### src/sv/ladrc_pkg.sv
// Shared types, constants and the micro-step table of the linear ADRC controller.
// Used by the channel interfaces, the arithmetic unit, the divider and the top level.
`default_nettype none

package ladrc_pkg;

	localparam int DATA_W    = 32;
	localparam int BW_W      = 31;
	localparam int CFG_IDX_W = 3;
	localparam int SUM_W     = 34;
	localparam int WIDE_W    = 48;
	localparam int FRAC_Q    = 16;
	localparam int FRAC_DT   = 24;
	localparam int NUM_STEPS = 20;
	localparam int STEP_W    = 5;
	localparam int DIV_BITS  = 48;
	localparam int DIV_CNT_W = 6;

	typedef logic signed [DATA_W-1:0] q_t;

	localparam q_t Q_MAX = 32'sh7FFF_FFFF;
	localparam q_t Q_MIN = 32'sh8000_0000;

	typedef enum logic [CFG_IDX_W-1:0] {
		CFG_OBS_BW     = 3'd0,
		CFG_CTL_BW     = 3'd1,
		CFG_MODEL_GAIN = 3'd2,
		CFG_DRIVE_LO   = 3'd3,
		CFG_DRIVE_HI   = 3'd4
	} cfg_idx_t;

	typedef enum logic [2:0] {
		S_IDLE,
		S_EXEC,
		S_WB,
		S_DIV,
		S_CLAMP,
		S_FINISH
	} ladrc_state_t;

	typedef enum logic [1:0] {
		OP_ADD,
		OP_MUL16,
		OP_MUL24
	} alu_op_t;

	typedef enum logic [4:0] {
		SEL_ZERO,
		SEL_WO,
		SEL_WC,
		SEL_B0,
		SEL_PREV,
		SEL_MEAS,
		SEL_TGT,
		SEL_DT,
		SEL_Z1,
		SEL_Z2,
		SEL_Z3,
		SEL_W2,
		SEL_K1,
		SEL_K2,
		SEL_K3,
		SEL_E,
		SEL_T1,
		SEL_T2
	} opnd_t;

	typedef struct packed {
		alu_op_t op;
		opnd_t   a;
		opnd_t   b;
		opnd_t   c;
		logic    neg_b;
		logic    neg_c;
		opnd_t   dst;
	} uop_t;

	typedef struct packed {
		logic    exec;
		alu_op_t op;
		logic    neg_b;
		logic    neg_c;
	} alu_ctrl_t;

	// One observer and control update as a sequence of shared-unit operations.
	// Scratch registers are reused once their old contents are dead.
	function automatic uop_t uop_rom(input logic [STEP_W-1:0] step);
		uop_t u;
		case (step)
			5'd0:  u = '{OP_MUL16, SEL_WO,  SEL_WO,   SEL_ZERO, 1'b0, 1'b0, SEL_W2};
			5'd1:  u = '{OP_ADD,   SEL_WO,  SEL_WO,   SEL_WO,   1'b0, 1'b0, SEL_K1};
			5'd2:  u = '{OP_ADD,   SEL_W2,  SEL_W2,   SEL_W2,   1'b0, 1'b0, SEL_K2};
			5'd3:  u = '{OP_MUL16, SEL_W2,  SEL_WO,   SEL_ZERO, 1'b0, 1'b0, SEL_K3};
			5'd4:  u = '{OP_ADD,   SEL_Z1,  SEL_MEAS, SEL_ZERO, 1'b1, 1'b0, SEL_E};
			5'd5:  u = '{OP_MUL16, SEL_K1,  SEL_E,    SEL_ZERO, 1'b0, 1'b0, SEL_T1};
			5'd6:  u = '{OP_MUL16, SEL_B0,  SEL_PREV, SEL_ZERO, 1'b0, 1'b0, SEL_T2};
			5'd7:  u = '{OP_ADD,   SEL_Z2,  SEL_T1,   SEL_T2,   1'b1, 1'b0, SEL_T1};
			5'd8:  u = '{OP_MUL16, SEL_K2,  SEL_E,    SEL_ZERO, 1'b0, 1'b0, SEL_T2};
			5'd9:  u = '{OP_ADD,   SEL_Z3,  SEL_T2,   SEL_ZERO, 1'b1, 1'b0, SEL_T2};
			5'd10: u = '{OP_MUL16, SEL_K3,  SEL_E,    SEL_ZERO, 1'b0, 1'b0, SEL_W2};
			5'd11: u = '{OP_MUL24, SEL_DT,  SEL_W2,   SEL_ZERO, 1'b0, 1'b0, SEL_W2};
			5'd12: u = '{OP_MUL24, SEL_DT,  SEL_T1,   SEL_ZERO, 1'b0, 1'b0, SEL_T1};
			5'd13: u = '{OP_ADD,   SEL_Z1,  SEL_T1,   SEL_ZERO, 1'b0, 1'b0, SEL_Z1};
			5'd14: u = '{OP_MUL24, SEL_DT,  SEL_T2,   SEL_ZERO, 1'b0, 1'b0, SEL_T2};
			5'd15: u = '{OP_ADD,   SEL_Z2,  SEL_T2,   SEL_ZERO, 1'b0, 1'b0, SEL_Z2};
			5'd16: u = '{OP_ADD,   SEL_Z3,  SEL_W2,   SEL_ZERO, 1'b1, 1'b0, SEL_Z3};
			5'd17: u = '{OP_ADD,   SEL_TGT, SEL_Z1,   SEL_ZERO, 1'b1, 1'b0, SEL_T1};
			5'd18: u = '{OP_MUL16, SEL_WC,  SEL_T1,   SEL_ZERO, 1'b0, 1'b0, SEL_T1};
			5'd19: u = '{OP_ADD,   SEL_T1,  SEL_Z3,   SEL_ZERO, 1'b1, 1'b0, SEL_T1};
			default: u = '{OP_ADD, SEL_ZERO, SEL_ZERO, SEL_ZERO, 1'b0, 1'b0, SEL_ZERO};
		endcase
		return u;
	endfunction

endpackage

`default_nettype wire

### src/sv/ladrc_in_if.sv
// Input channel of the linear ADRC controller: measurement, setpoint and time step.
// Depends on ladrc_pkg for the fixed-point type.
`default_nettype none

interface ladrc_in_if;
	import ladrc_pkg::*;

	logic valid;
	logic ready;
	q_t   measured_value;
	q_t   setpoint;
	q_t   time_step;

	modport source (output valid, output measured_value, output setpoint,
		output time_step, input ready);
	modport sink (input valid, input measured_value, input setpoint,
		input time_step, output ready);
endinterface

`default_nettype wire

### src/sv/ladrc_out_if.sv
// Result channel of the linear ADRC controller: clamped drive and held flag.
// Depends on ladrc_pkg for the fixed-point type.
`default_nettype none

interface ladrc_out_if;
	import ladrc_pkg::*;

	logic valid;
	logic ready;
	q_t   drive;
	logic held;

	modport source (output valid, output drive, output held, input ready);
	modport sink (input valid, input drive, input held, output ready);
endinterface

`default_nettype wire

### src/sv/ladrc_alu.sv
// Shared arithmetic unit: saturating three-term add and Q16.16 / Q8.24 multiply.
// The operation is registered with the raw product and sum; the result is saturated after.
`default_nettype none

module ladrc_alu (
	input  logic                 clk,
	input  logic                 arst_n,
	input  ladrc_pkg::alu_ctrl_t ctrl,
	input  ladrc_pkg::q_t        a,
	input  ladrc_pkg::q_t        b,
	input  ladrc_pkg::q_t        c,
	output ladrc_pkg::q_t        result
);
	import ladrc_pkg::*;

	localparam logic signed [WIDE_W-1:0] SAT_HI = 48'sh0000_7FFF_FFFF;
	localparam logic signed [WIDE_W-1:0] SAT_LO = 48'shFFFF_8000_0000;

	function automatic q_t sat_wide(input logic signed [WIDE_W-1:0] x);
		q_t r;
		if (x > SAT_HI) begin
			r = Q_MAX;
		end else if (x < SAT_LO) begin
			r = Q_MIN;
		end else begin
			r = x[DATA_W-1:0];
		end
		return r;
	endfunction

	alu_op_t                     op_q;
	logic signed [2*DATA_W-1:0]  prod_q;
	logic signed [SUM_W-1:0]     sum_q;
	logic signed [2*DATA_W-1:0]  prod_d;
	logic signed [SUM_W-1:0]     a_ext, b_ext, c_ext, b_term, c_term;
	logic signed [2*DATA_W-1:0]  shr_q16, shr_dt;

	assign prod_d = a * b;
	assign a_ext  = {{(SUM_W-DATA_W){a[DATA_W-1]}}, a};
	assign b_ext  = {{(SUM_W-DATA_W){b[DATA_W-1]}}, b};
	assign c_ext  = {{(SUM_W-DATA_W){c[DATA_W-1]}}, c};
	assign b_term = ctrl.neg_b ? -b_ext : b_ext;
	assign c_term = ctrl.neg_c ? -c_ext : c_ext;

	always_ff @(posedge clk or negedge arst_n) begin
		if (!arst_n) begin
			op_q <= OP_ADD;
		end else if (ctrl.exec) begin
			op_q <= ctrl.op;
		end
	end

	always_ff @(posedge clk) begin
		if (ctrl.exec) begin
			prod_q <= prod_d;
			sum_q  <= a_ext + b_term + c_term;
		end
	end

	// An arithmetic right shift rounds toward minus infinity.
	assign shr_q16 = prod_q >>> FRAC_Q;
	assign shr_dt  = prod_q >>> FRAC_DT;

	always_comb begin
		case (op_q)
			OP_MUL16: result = sat_wide(shr_q16[WIDE_W-1:0]);
			OP_MUL24: result = sat_wide(shr_dt[WIDE_W-1:0]);
			OP_ADD:   result = sat_wide({{(WIDE_W-SUM_W){sum_q[SUM_W-1]}}, sum_q});
			default:  result = sat_wide({{(WIDE_W-SUM_W){sum_q[SUM_W-1]}}, sum_q});
		endcase
	end
endmodule

`default_nettype wire

### src/sv/ladrc_div.sv
// Radix-2 restoring divider for the drive: (numerator * 65536) / b0, truncated
// toward zero and saturated to Q16.16. Depends on ladrc_pkg.
`default_nettype none

module ladrc_div (
	input  logic                           clk,
	input  logic                           arst_n,
	input  logic                           start,
	input  ladrc_pkg::q_t                  num,
	input  logic [ladrc_pkg::BW_W-1:0]     divisor,
	output logic                           done,
	output ladrc_pkg::q_t                  quot
);
	import ladrc_pkg::*;

	localparam logic [WIDE_W-1:0] MAG_POS_MAX = 48'h0000_7FFF_FFFF;
	localparam logic [WIDE_W-1:0] MAG_NEG_MAX = 48'h0000_8000_0000;

	logic                 busy_q;
	logic                 done_q;
	logic [DIV_CNT_W-1:0] cnt_q;
	logic [BW_W-1:0]      rem_q;
	logic [WIDE_W-1:0]    dq_q;
	logic                 neg_q;
	logic                 zero_q;

	logic [DATA_W:0]      num_ext, mag;
	logic [DATA_W-1:0]    shifted;
	logic [DATA_W:0]      diff;
	logic [DATA_W-1:0]    low_mag;

	assign num_ext = {num[DATA_W-1], num};
	assign mag     = num[DATA_W-1] ? (~num_ext + 1'b1) : num_ext;
	assign shifted = {rem_q, dq_q[WIDE_W-1]};
	assign diff    = {1'b0, shifted} - {2'b00, divisor};

	always_ff @(posedge clk or negedge arst_n) begin
		if (!arst_n) begin
			busy_q <= 1'b0;
			done_q <= 1'b0;
			cnt_q  <= '0;
		end else begin
			done_q <= 1'b0;
			if (start) begin
				busy_q <= 1'b1;
				cnt_q  <= '0;
			end else if (busy_q) begin
				cnt_q <= cnt_q + 1'b1;
				if (cnt_q == DIV_CNT_W'(DIV_BITS - 1)) begin
					busy_q <= 1'b0;
					done_q <= 1'b1;
				end
			end
		end
	end

	// The dividend shifts out of the top of dq_q while quotient bits enter below.
	always_ff @(posedge clk) begin
		if (start) begin
			rem_q  <= '0;
			dq_q   <= {mag[DATA_W-1:0], {FRAC_Q{1'b0}}};
			neg_q  <= num[DATA_W-1];
			zero_q <= (divisor == '0);
		end else if (busy_q) begin
			if (!diff[DATA_W]) begin
				rem_q <= diff[BW_W-1:0];
			end else begin
				rem_q <= shifted[BW_W-1:0];
			end
			dq_q <= {dq_q[WIDE_W-2:0], ~diff[DATA_W]};
		end
	end

	assign low_mag = dq_q[DATA_W-1:0];

	always_comb begin
		if (zero_q) begin
			quot = neg_q ? Q_MIN : Q_MAX;
		end else if (neg_q) begin
			quot = (dq_q > MAG_NEG_MAX) ? Q_MIN : q_t'(~low_mag + 1'b1);
		end else begin
			quot = (dq_q > MAG_POS_MAX) ? Q_MAX : q_t'(low_mag);
		end
	end

	assign done = done_q;
endmodule

`default_nettype wire

### src/sv/linear_adrc_controller.sv
// Linear ADRC controller, third-order extended state observer, Q16.16 fixed point.
// A positive time step runs 20 operations on the shared multiply/add unit, each an execute
// and a write-back state, then the divide phase, a clamp step and the output load.
// A held step goes straight from idle to the output load, which waits while the result
// register is full and not taken. New samples are taken only when idle; the result register frees input.
// Reset (arst_n, asynchronous): observer state and previous drive clear, registers load defaults.
`default_nettype none

module linear_adrc_controller (
	input  logic                               clk,
	input  logic                               arst_n,
	input  logic                               cfg_we,
	input  logic [ladrc_pkg::CFG_IDX_W-1:0]    cfg_index,
	input  logic [ladrc_pkg::DATA_W-1:0]       cfg_data,
	ladrc_in_if.sink                           sample,
	ladrc_out_if.source                        result
);
	import ladrc_pkg::*;

	ladrc_state_t state_q, state_d;
	logic [STEP_W-1:0] step_q;
	uop_t uop;

	logic [BW_W-1:0] wo_q, wc_q, b0_q;
	q_t lo_q, hi_q;
	q_t z1_q, z2_q, z3_q, prev_q;
	q_t meas_q, tgt_q, dt_q;
	q_t w2_q, k1_q, k2_q, k3_q, e_q, t1_q, t2_q;
	q_t res_drive_q;
	logic res_held_q;
	logic out_valid_q;
	q_t drive_q;
	logic held_q;

	q_t opa, opb, opc, alu_result, div_quot, clamped;
	alu_ctrl_t alu_ctrl;
	logic in_ready, wb_en, last_step, div_start, div_done, load_out, dt_nonpos;

	assign uop       = uop_rom(step_q);
	assign last_step = (step_q == STEP_W'(NUM_STEPS - 1));
	assign dt_nonpos = sample.time_step[DATA_W-1] || (sample.time_step == '0);

	// Next state.
	always_comb begin
		state_d = state_q;
		case (state_q)
			S_IDLE: begin
				if (sample.valid) begin
					state_d = dt_nonpos ? S_FINISH : S_EXEC;
				end
			end
			S_EXEC: state_d = S_WB;
			S_WB: begin
				state_d = last_step ? S_DIV : S_EXEC;
			end
			S_DIV: begin
				if (div_done) begin
					state_d = S_CLAMP;
				end
			end
			S_CLAMP: state_d = S_FINISH;
			S_FINISH: begin
				if (!out_valid_q || result.ready) begin
					state_d = S_IDLE;
				end
			end
			default: state_d = S_IDLE;
		endcase
	end

	// Sequencer outputs.
	always_comb begin
		in_ready       = 1'b0;
		wb_en          = 1'b0;
		div_start      = 1'b0;
		load_out       = 1'b0;
		alu_ctrl.exec  = 1'b0;
		alu_ctrl.op    = uop.op;
		alu_ctrl.neg_b = uop.neg_b;
		alu_ctrl.neg_c = uop.neg_c;
		case (state_q)
			S_IDLE:   in_ready = 1'b1;
			S_EXEC:   alu_ctrl.exec = 1'b1;
			S_WB: begin
				wb_en     = 1'b1;
				div_start = last_step;
			end
			S_FINISH: load_out = !out_valid_q || result.ready;
			default: ;
		endcase
	end

	assign sample.ready = in_ready;

	always_comb begin
		case (uop.a)
			SEL_WO:   opa = q_t'({1'b0, wo_q});
			SEL_WC:   opa = q_t'({1'b0, wc_q});
			SEL_B0:   opa = q_t'({1'b0, b0_q});
			SEL_PREV: opa = prev_q;
			SEL_MEAS: opa = meas_q;
			SEL_TGT:  opa = tgt_q;
			SEL_DT:   opa = dt_q;
			SEL_Z1:   opa = z1_q;
			SEL_Z2:   opa = z2_q;
			SEL_Z3:   opa = z3_q;
			SEL_W2:   opa = w2_q;
			SEL_K1:   opa = k1_q;
			SEL_K2:   opa = k2_q;
			SEL_K3:   opa = k3_q;
			SEL_E:    opa = e_q;
			SEL_T1:   opa = t1_q;
			SEL_T2:   opa = t2_q;
			default:  opa = '0;
		endcase
	end

	always_comb begin
		case (uop.b)
			SEL_WO:   opb = q_t'({1'b0, wo_q});
			SEL_WC:   opb = q_t'({1'b0, wc_q});
			SEL_B0:   opb = q_t'({1'b0, b0_q});
			SEL_PREV: opb = prev_q;
			SEL_MEAS: opb = meas_q;
			SEL_TGT:  opb = tgt_q;
			SEL_DT:   opb = dt_q;
			SEL_Z1:   opb = z1_q;
			SEL_Z2:   opb = z2_q;
			SEL_Z3:   opb = z3_q;
			SEL_W2:   opb = w2_q;
			SEL_K1:   opb = k1_q;
			SEL_K2:   opb = k2_q;
			SEL_K3:   opb = k3_q;
			SEL_E:    opb = e_q;
			SEL_T1:   opb = t1_q;
			SEL_T2:   opb = t2_q;
			default:  opb = '0;
		endcase
	end

	// The third term is only ever zero, a scratch value or the observer bandwidth.
	always_comb begin
		case (uop.c)
			SEL_WO:  opc = q_t'({1'b0, wo_q});
			SEL_W2:  opc = w2_q;
			SEL_T2:  opc = t2_q;
			default: opc = '0;
		endcase
	end

	ladrc_alu u_alu (
		.clk    (clk),
		.arst_n (arst_n),
		.ctrl   (alu_ctrl),
		.a      (opa),
		.b      (opb),
		.c      (opc),
		.result (alu_result)
	);

	// The numerator is taken straight from the unit in the last write-back cycle.
	ladrc_div u_div (
		.clk     (clk),
		.arst_n  (arst_n),
		.start   (div_start),
		.num     (alu_result),
		.divisor (b0_q),
		.done    (div_done),
		.quot    (div_quot)
	);

	// With the low limit above the high limit, a quotient below the low limit takes the low limit and any other the high.
	always_comb begin
		if (div_quot < lo_q) begin
			clamped = lo_q;
		end else if (div_quot > hi_q) begin
			clamped = hi_q;
		end else begin
			clamped = div_quot;
		end
	end

	always_ff @(posedge clk or negedge arst_n) begin
		if (!arst_n) begin
			state_q     <= S_IDLE;
			step_q      <= '0;
			out_valid_q <= 1'b0;
			wo_q        <= 31'd655360;
			wc_q        <= 31'd327680;
			b0_q        <= 31'd65536;
			lo_q        <= -32'sd65536;
			hi_q        <= 32'sd65536;
			z1_q        <= '0;
			z2_q        <= '0;
			z3_q        <= '0;
			prev_q      <= '0;
		end else begin
			state_q <= state_d;
			if (state_q == S_IDLE) begin
				step_q <= '0;
			end else if (wb_en) begin
				step_q <= step_q + 1'b1;
			end
			if (load_out) begin
				out_valid_q <= 1'b1;
			end else if (result.ready) begin
				out_valid_q <= 1'b0;
			end
			if (cfg_we) begin
				case (cfg_idx_t'(cfg_index))
					CFG_OBS_BW:     wo_q <= cfg_data[BW_W-1:0];
					CFG_CTL_BW:     wc_q <= cfg_data[BW_W-1:0];
					CFG_MODEL_GAIN: b0_q <= cfg_data[BW_W-1:0];
					CFG_DRIVE_LO:   lo_q <= q_t'(cfg_data);
					CFG_DRIVE_HI:   hi_q <= q_t'(cfg_data);
					default: ;
				endcase
			end
			if (wb_en) begin
				case (uop.dst)
					SEL_Z1:  z1_q <= alu_result;
					SEL_Z2:  z2_q <= alu_result;
					SEL_Z3:  z3_q <= alu_result;
					default: ;
				endcase
			end
			if (state_q == S_CLAMP) begin
				prev_q <= clamped;
			end
		end
	end

	always_ff @(posedge clk) begin
		if (sample.valid && in_ready) begin
			meas_q      <= sample.measured_value;
			tgt_q       <= sample.setpoint;
			dt_q        <= sample.time_step;
			res_drive_q <= prev_q;
			res_held_q  <= dt_nonpos;
		end
		if (wb_en) begin
			case (uop.dst)
				SEL_W2:  w2_q <= alu_result;
				SEL_K1:  k1_q <= alu_result;
				SEL_K2:  k2_q <= alu_result;
				SEL_K3:  k3_q <= alu_result;
				SEL_E:   e_q  <= alu_result;
				SEL_T1:  t1_q <= alu_result;
				SEL_T2:  t2_q <= alu_result;
				default: ;
			endcase
		end
		if (state_q == S_CLAMP) begin
			res_drive_q <= clamped;
			res_held_q  <= 1'b0;
		end
		if (load_out) begin
			drive_q <= res_drive_q;
			held_q  <= res_held_q;
		end
	end

	assign result.valid = out_valid_q;
	assign result.drive = drive_q;
	assign result.held  = held_q;

	a_div_done_in_div: assert property (@(posedge clk) disable iff (!arst_n)
		div_done |-> state_q == S_DIV)
		else $error("divider finished outside the divide phase");

	a_step_in_range: assert property (@(posedge clk) disable iff (!arst_n)
		(state_q == S_EXEC || state_q == S_WB) |-> step_q < STEP_W'(NUM_STEPS))
		else $error("micro-step counter ran past the table");

	a_prev_only_on_clamp: assert property (@(posedge clk) disable iff (!arst_n)
		!$stable(prev_q) |-> $past(state_q) == S_CLAMP)
		else $error("previous drive changed outside the clamp step");

	a_held_repeats_prev: assert property (@(posedge clk) disable iff (!arst_n)
		(load_out && res_held_q) |-> res_drive_q == prev_q)
		else $error("held result does not repeat the previous drive");
endmodule

`default_nettype wire
### src/flat_wrapper.sv
// flat-port wrapper written by rule: the top's interface ports become plain ports
module linear_adrc_controller_flat import ladrc_pkg::*;
  (clk, arst_n, cfg_we, cfg_index, cfg_data, sample_valid, sample_measured_value, sample_setpoint, sample_time_step, sample_ready, result_valid, result_drive, result_held, result_ready);
  ladrc_in_if sample_i ();
  ladrc_out_if result_i ();
  input  logic clk;
  input  logic arst_n;
  input  logic cfg_we;
  input  logic [ladrc_pkg::CFG_IDX_W-1:0] cfg_index;
  input  logic [ladrc_pkg::DATA_W-1:0] cfg_data;
  input wire logic [$bits(sample_i.valid)-1:0] sample_valid;
  input wire logic [$bits(sample_i.measured_value)-1:0] sample_measured_value;
  input wire logic [$bits(sample_i.setpoint)-1:0] sample_setpoint;
  input wire logic [$bits(sample_i.time_step)-1:0] sample_time_step;
  output wire logic [$bits(sample_i.ready)-1:0] sample_ready;
  output wire logic [$bits(result_i.valid)-1:0] result_valid;
  output wire logic [$bits(result_i.drive)-1:0] result_drive;
  output wire logic [$bits(result_i.held)-1:0] result_held;
  input wire logic [$bits(result_i.ready)-1:0] result_ready;
  assign sample_i.valid = sample_valid;
  assign sample_i.measured_value = sample_measured_value;
  assign sample_i.setpoint = sample_setpoint;
  assign sample_i.time_step = sample_time_step;
  assign sample_ready = sample_i.ready;
  assign result_valid = result_i.valid;
  assign result_drive = result_i.drive;
  assign result_held = result_i.held;
  assign result_i.ready = result_ready;
  linear_adrc_controller u_core (.clk(clk), .arst_n(arst_n), .cfg_we(cfg_we), .cfg_index(cfg_index), .cfg_data(cfg_data), .sample(sample_i), .result(result_i));
endmodule
### config.mk
export PLATFORM = sky130hd
export DESIGN_NAME = linear_adrc_controller_flat
export DESIGN_NICKNAME = d
export VERILOG_FILES = /design/src/sv/ladrc_pkg.sv /design/src/sv/ladrc_in_if.sv /design/src/sv/ladrc_out_if.sv /design/src/sv/ladrc_alu.sv /design/src/sv/ladrc_div.sv /design/src/sv/linear_adrc_controller.sv /design/src/flat_wrapper.sv
export SDC_FILE = /design/constraint.sdc
export NUM_CORES = 2
export LEC_CHECK = 0
export BUFFER_PORTS_ARGS = -buffer_cell sky130_fd_sc_hd__buf_2
export CORE_MARGIN = 8
export CORE_UTILIZATION = 45
export CTS_BUF_LIST = sky130_fd_sc_hd__clkbuf_4
export CTS_CLUSTER_SIZE = 20
export DETAILED_ROUTE_END_ITERATION = 7
export SETUP_SLACK_MARGIN = 0.05
export SKIP_CTS_REPAIR_TIMING = 1
export SYNTH_ARGS = -nofsm -noshare
export SYNTH_HDL_FRONTEND = slang
export SYNTH_SLANG_ARGS = --single-unit
### constraint.sdc
create_clock -name clk -period 11.68 [get_ports clk]
set_clock_uncertainty 0.1 [all_clocks]
set_input_delay 1.752 -clock clk [delete_from_list [all_inputs] [get_ports clk]]
set_output_delay 1.752 -clock clk [all_outputs]
set_load 0.02 [all_outputs]
==> impl_metrics.env <==
export IMPL_tightest_slew_ns=1.22
export IMPL_setup_viol_count_final=0
export IMPL_worstHoldStart="u_core.res_drive_q[10]"
export IMPL_portBuffers=170
export IMPL_critPathKind="register to register"
export IMPL_die_w_um=442
export IMPL_synthTopCellsByArea="fa_1, edfxtp_1, dfrtp_1, inv_1, nand2_1"
export IMPL_finish_utilization=0.513
export IMPL_hpwlAfterDp_mm=283
export IMPL_synth_edf_count=501
export IMPL_place_ws_ns=-0.281
export IMPL_syn_cell_area_um2=81800
export IMPL_fin_crit_sh=0.979
export IMPL_cpMostUsedCell="fa_1"
export IMPL_r2r_end="u_core.u_alu.prod_q[57]"
export IMPL_dp_cells=11200
export IMPL_layout_cells_non_filler=11600
export IMPL_die_area_um2=196000
export IMPL_yosysTopAreaCellShare=0.273
export IMPL_cts_root_buffer_cell="clkbuf_4"
export IMPL_cts_made_buffers=213
export IMPL_worst_r2r_cell_count=36
export IMPL_syn_area_per_cell_um2=9.63
export IMPL_finalCriticalPeriod_ns=11.44
export IMPL_crit_end="u_core.u_alu.prod_q[57]"
export IMPL_die_h_um=442
export IMPL_critPathLaunch="u_core.step_q[0]"
export IMPL_clk_latency_ns=1.29
export IMPL_ant_nets=0
export IMPL_ctsHtreeMaxLevel=4
export IMPL_endpoint_kind="register"
export IMPL_routed_wl_mm=359
export IMPL_ioPinCount=171
export IMPL_start_kind="register"
export IMPL_maxCapViolCount=0
export IMPL_synth_distinct_cells=116
export IMPL_final_max_slew_viol_count=0
export IMPL_ys_ff_latch=853
export IMPL_hold_violations=0
export IMPL_ys_seq_area_frac=0.289
export IMPL_clockBufferDepth=3
export IMPL_path_clk_slew_ns=0.07
export IMPL_antenna_found_initial=21
export IMPL_syn_nets=10100
export IMPL_cts_tree="done"
export IMPL_relSlewSlack=0.180
export IMPL_rsz0062_at_grt="false"
export IMPL_routedWlPerCell_um=30.9
export IMPL_vias_per_cell=6.06
export IMPL_synthCells=8488
export IMPL_final_nets=10600
export IMPL_gr_usage_all_layers=0.358
export IMPL_start_util=0.452
export IMPL_gp_congestion=1.07
export IMPL_cp_slowest_cell="nor2_1"
export IMPL_ys_warnings_count=0
export IMPL_drt_first_pass_iters=6
export IMPL_core_area_um2=181000
export IMPL_slowest_delay_ns=0.63
export IMPL_drc_errors=0
export IMPL_critical_path_required_ns=12.55
export IMPL_r2r_start="u_core.step_q[0]"
export IMPL_yosysTopAreaCell="fa_1"
export IMPL_ys_flop_type="edfxtp_1"
export IMPL_crit_fanout=24
export IMPL_arrival_ns=12.30
export IMPL_grt_pass1_wl_mm=509
export IMPL_async_flop_share=0.356
export IMPL_route_vias_total=70200
export IMPL_area_delta_synth_final_pct=13.4
export IMPL_cts_sinks=853
export IMPL_row_count=156
export IMPL_worst_slack_ns=0.243
export IMPL_fmax_ghz=0.0874
export IMPL_reg_largest_list="u_core.u_alu.prod_q (48), u_core.u_div.dq_q (48), u_core.u_alu.sum_q (34)"
export IMPL_status="completed"
export IMPL_rrSetupSlack_ns=0.24
export IMPL_grt_max_degree=84
export IMPL_hold_path_class="register to register"
export IMPL_drt_iter0_drc=8911
export IMPL_drive_above_1_share=0.162
export IMPL_grt_ovfl_total=0
export IMPL_first_global_vias=69800
[Yosys cell counts (26+ instances only)]
cell and number:
a21oi_1 425, or2_2 33, a22oi_1 133, buf_2 40, or3_1 28, mux2_2 149
a21o_1 69, xnor2_1 127, o22ai_1 57, fa_1 1116, nor3_1 71, nand3_1 86
and2_1 26, o21a_1 33, a31oi_1 28, and4_1 28, nand2_1 1186, clkbuf_1 370
xor2_1 53, nor2b_1 44, ha_1 321, mux2i_1 124, edfxtp_1 501, nor2_1 795
a222oi_1 33, o21ai_0 382, dfxtp_1 48, dfrtp_1 282, nand2b_1 62, nor4_1 36
nand4_1 64, buf_1 33, a221oi_1 48, and3_1 51, inv_1 1224
[layout by cell type (no fill, tap or decap), drive strengths merged, types with 81 or more instances in the layout]
| master | Yosys | final |
|---|---|---|
| a21oi | 427 | 427 |
| nand2 | 1187 | 1187 |
| nor2 | 799 | 799 |
| edfxtp | 501 | 501 |
| a22oi | 133 | 133 |
| inv | 1228 | 1231 |
| nand3 | 88 | 88 |
| buf | 91 | 779 |
| clkinv | 16 | 81 |
| fa | 1116 | 1116 |
| dfrtp | 282 | 282 |
| o21ai | 392 | 392 |
| mux2i | 124 | 124 |
| clkbuf | 370 | 326 |
| xnor2 | 127 | 127 |
| mux2 | 151 | 151 |
| ha | 321 | 321 |
[layer usage]
layer,vias to the layer above,wire (um),GRT usage
met5,-,56,0
met4,8,22200,0.188
met3,892,40200,0.0862
met2,4400,151000,0.520
met1,35800,145000,0.499
li1,29100,-,-
[layout make-up]
type	count	area, um2
clock buffers	326	2450
multi-input cells	5930	52100
diodes	17	42.5
well taps	2370	2970
flip-flops and latches	853	23600
inverters	1244	4680
clock inverters	80	536
fillers	16900	88000
repair buffers	779	6300
[worst max-delay path: cells and delay by family, from the launching register on]
| family | cells | cell delay, ns |
|---|---|---|
| fa+ha+maj | 10 | 4.68 |
| compound gates | 14 | 3.30 |
| simple gates | 5 | 1.35 |
| buf+inv | 6 | 1.10 |
| flops | 1 | 0.51 |
| xor+xnor | 1 | 0.10 |
[cells by family after synthesis]
| group | Yosys count | synth area share |
|---|---|---|
| and+or+nand+nor | 2569 | 0.137 |
| muxes | 277 | 0.0366 |
| adders and majority gates | 1437 | 0.322 |
| xor gates and xnor gates | 180 | 0.0193 |
| buffers and inverters | 1705 | 0.0800 |
| DFF | 853 | 0.289 |
| AOI/OAI and AO/OA | 1467 | 0.116 |
[worst min-delay path by stage]
stage | to | depth (start not counted)
3_3_place_gp | u_core.result.drive[0] | 0
2_1_floorplan | u_core.result.drive[0] | 0
3_5_place_dp | u_core.result.drive[4] | 0
6_report | u_core.result.drive[10] | 0
4_1_cts | u_core.hi_q[2] | 1
5_1_grt | u_core.result.drive[10] | 0
[stage by stage]
stage | hold WS [ns] | instance area (um2) | setup TNS (ns)
final | 0.305 | 92800 | 0
after global routing | 0.289 | 92700 | 0
after CTS | 0.297 | 92500 | -2.13
after floorplan | 0.300 | 81800 | 0
after global placement | 0.303 | 89500 | -2.08
after detailed placement | 0.305 | 89500 | -1.78
Power is left out: the tool's default activity adds up to more than one toggle a clock period on the data nets, which glitch-free logic cannot reach.
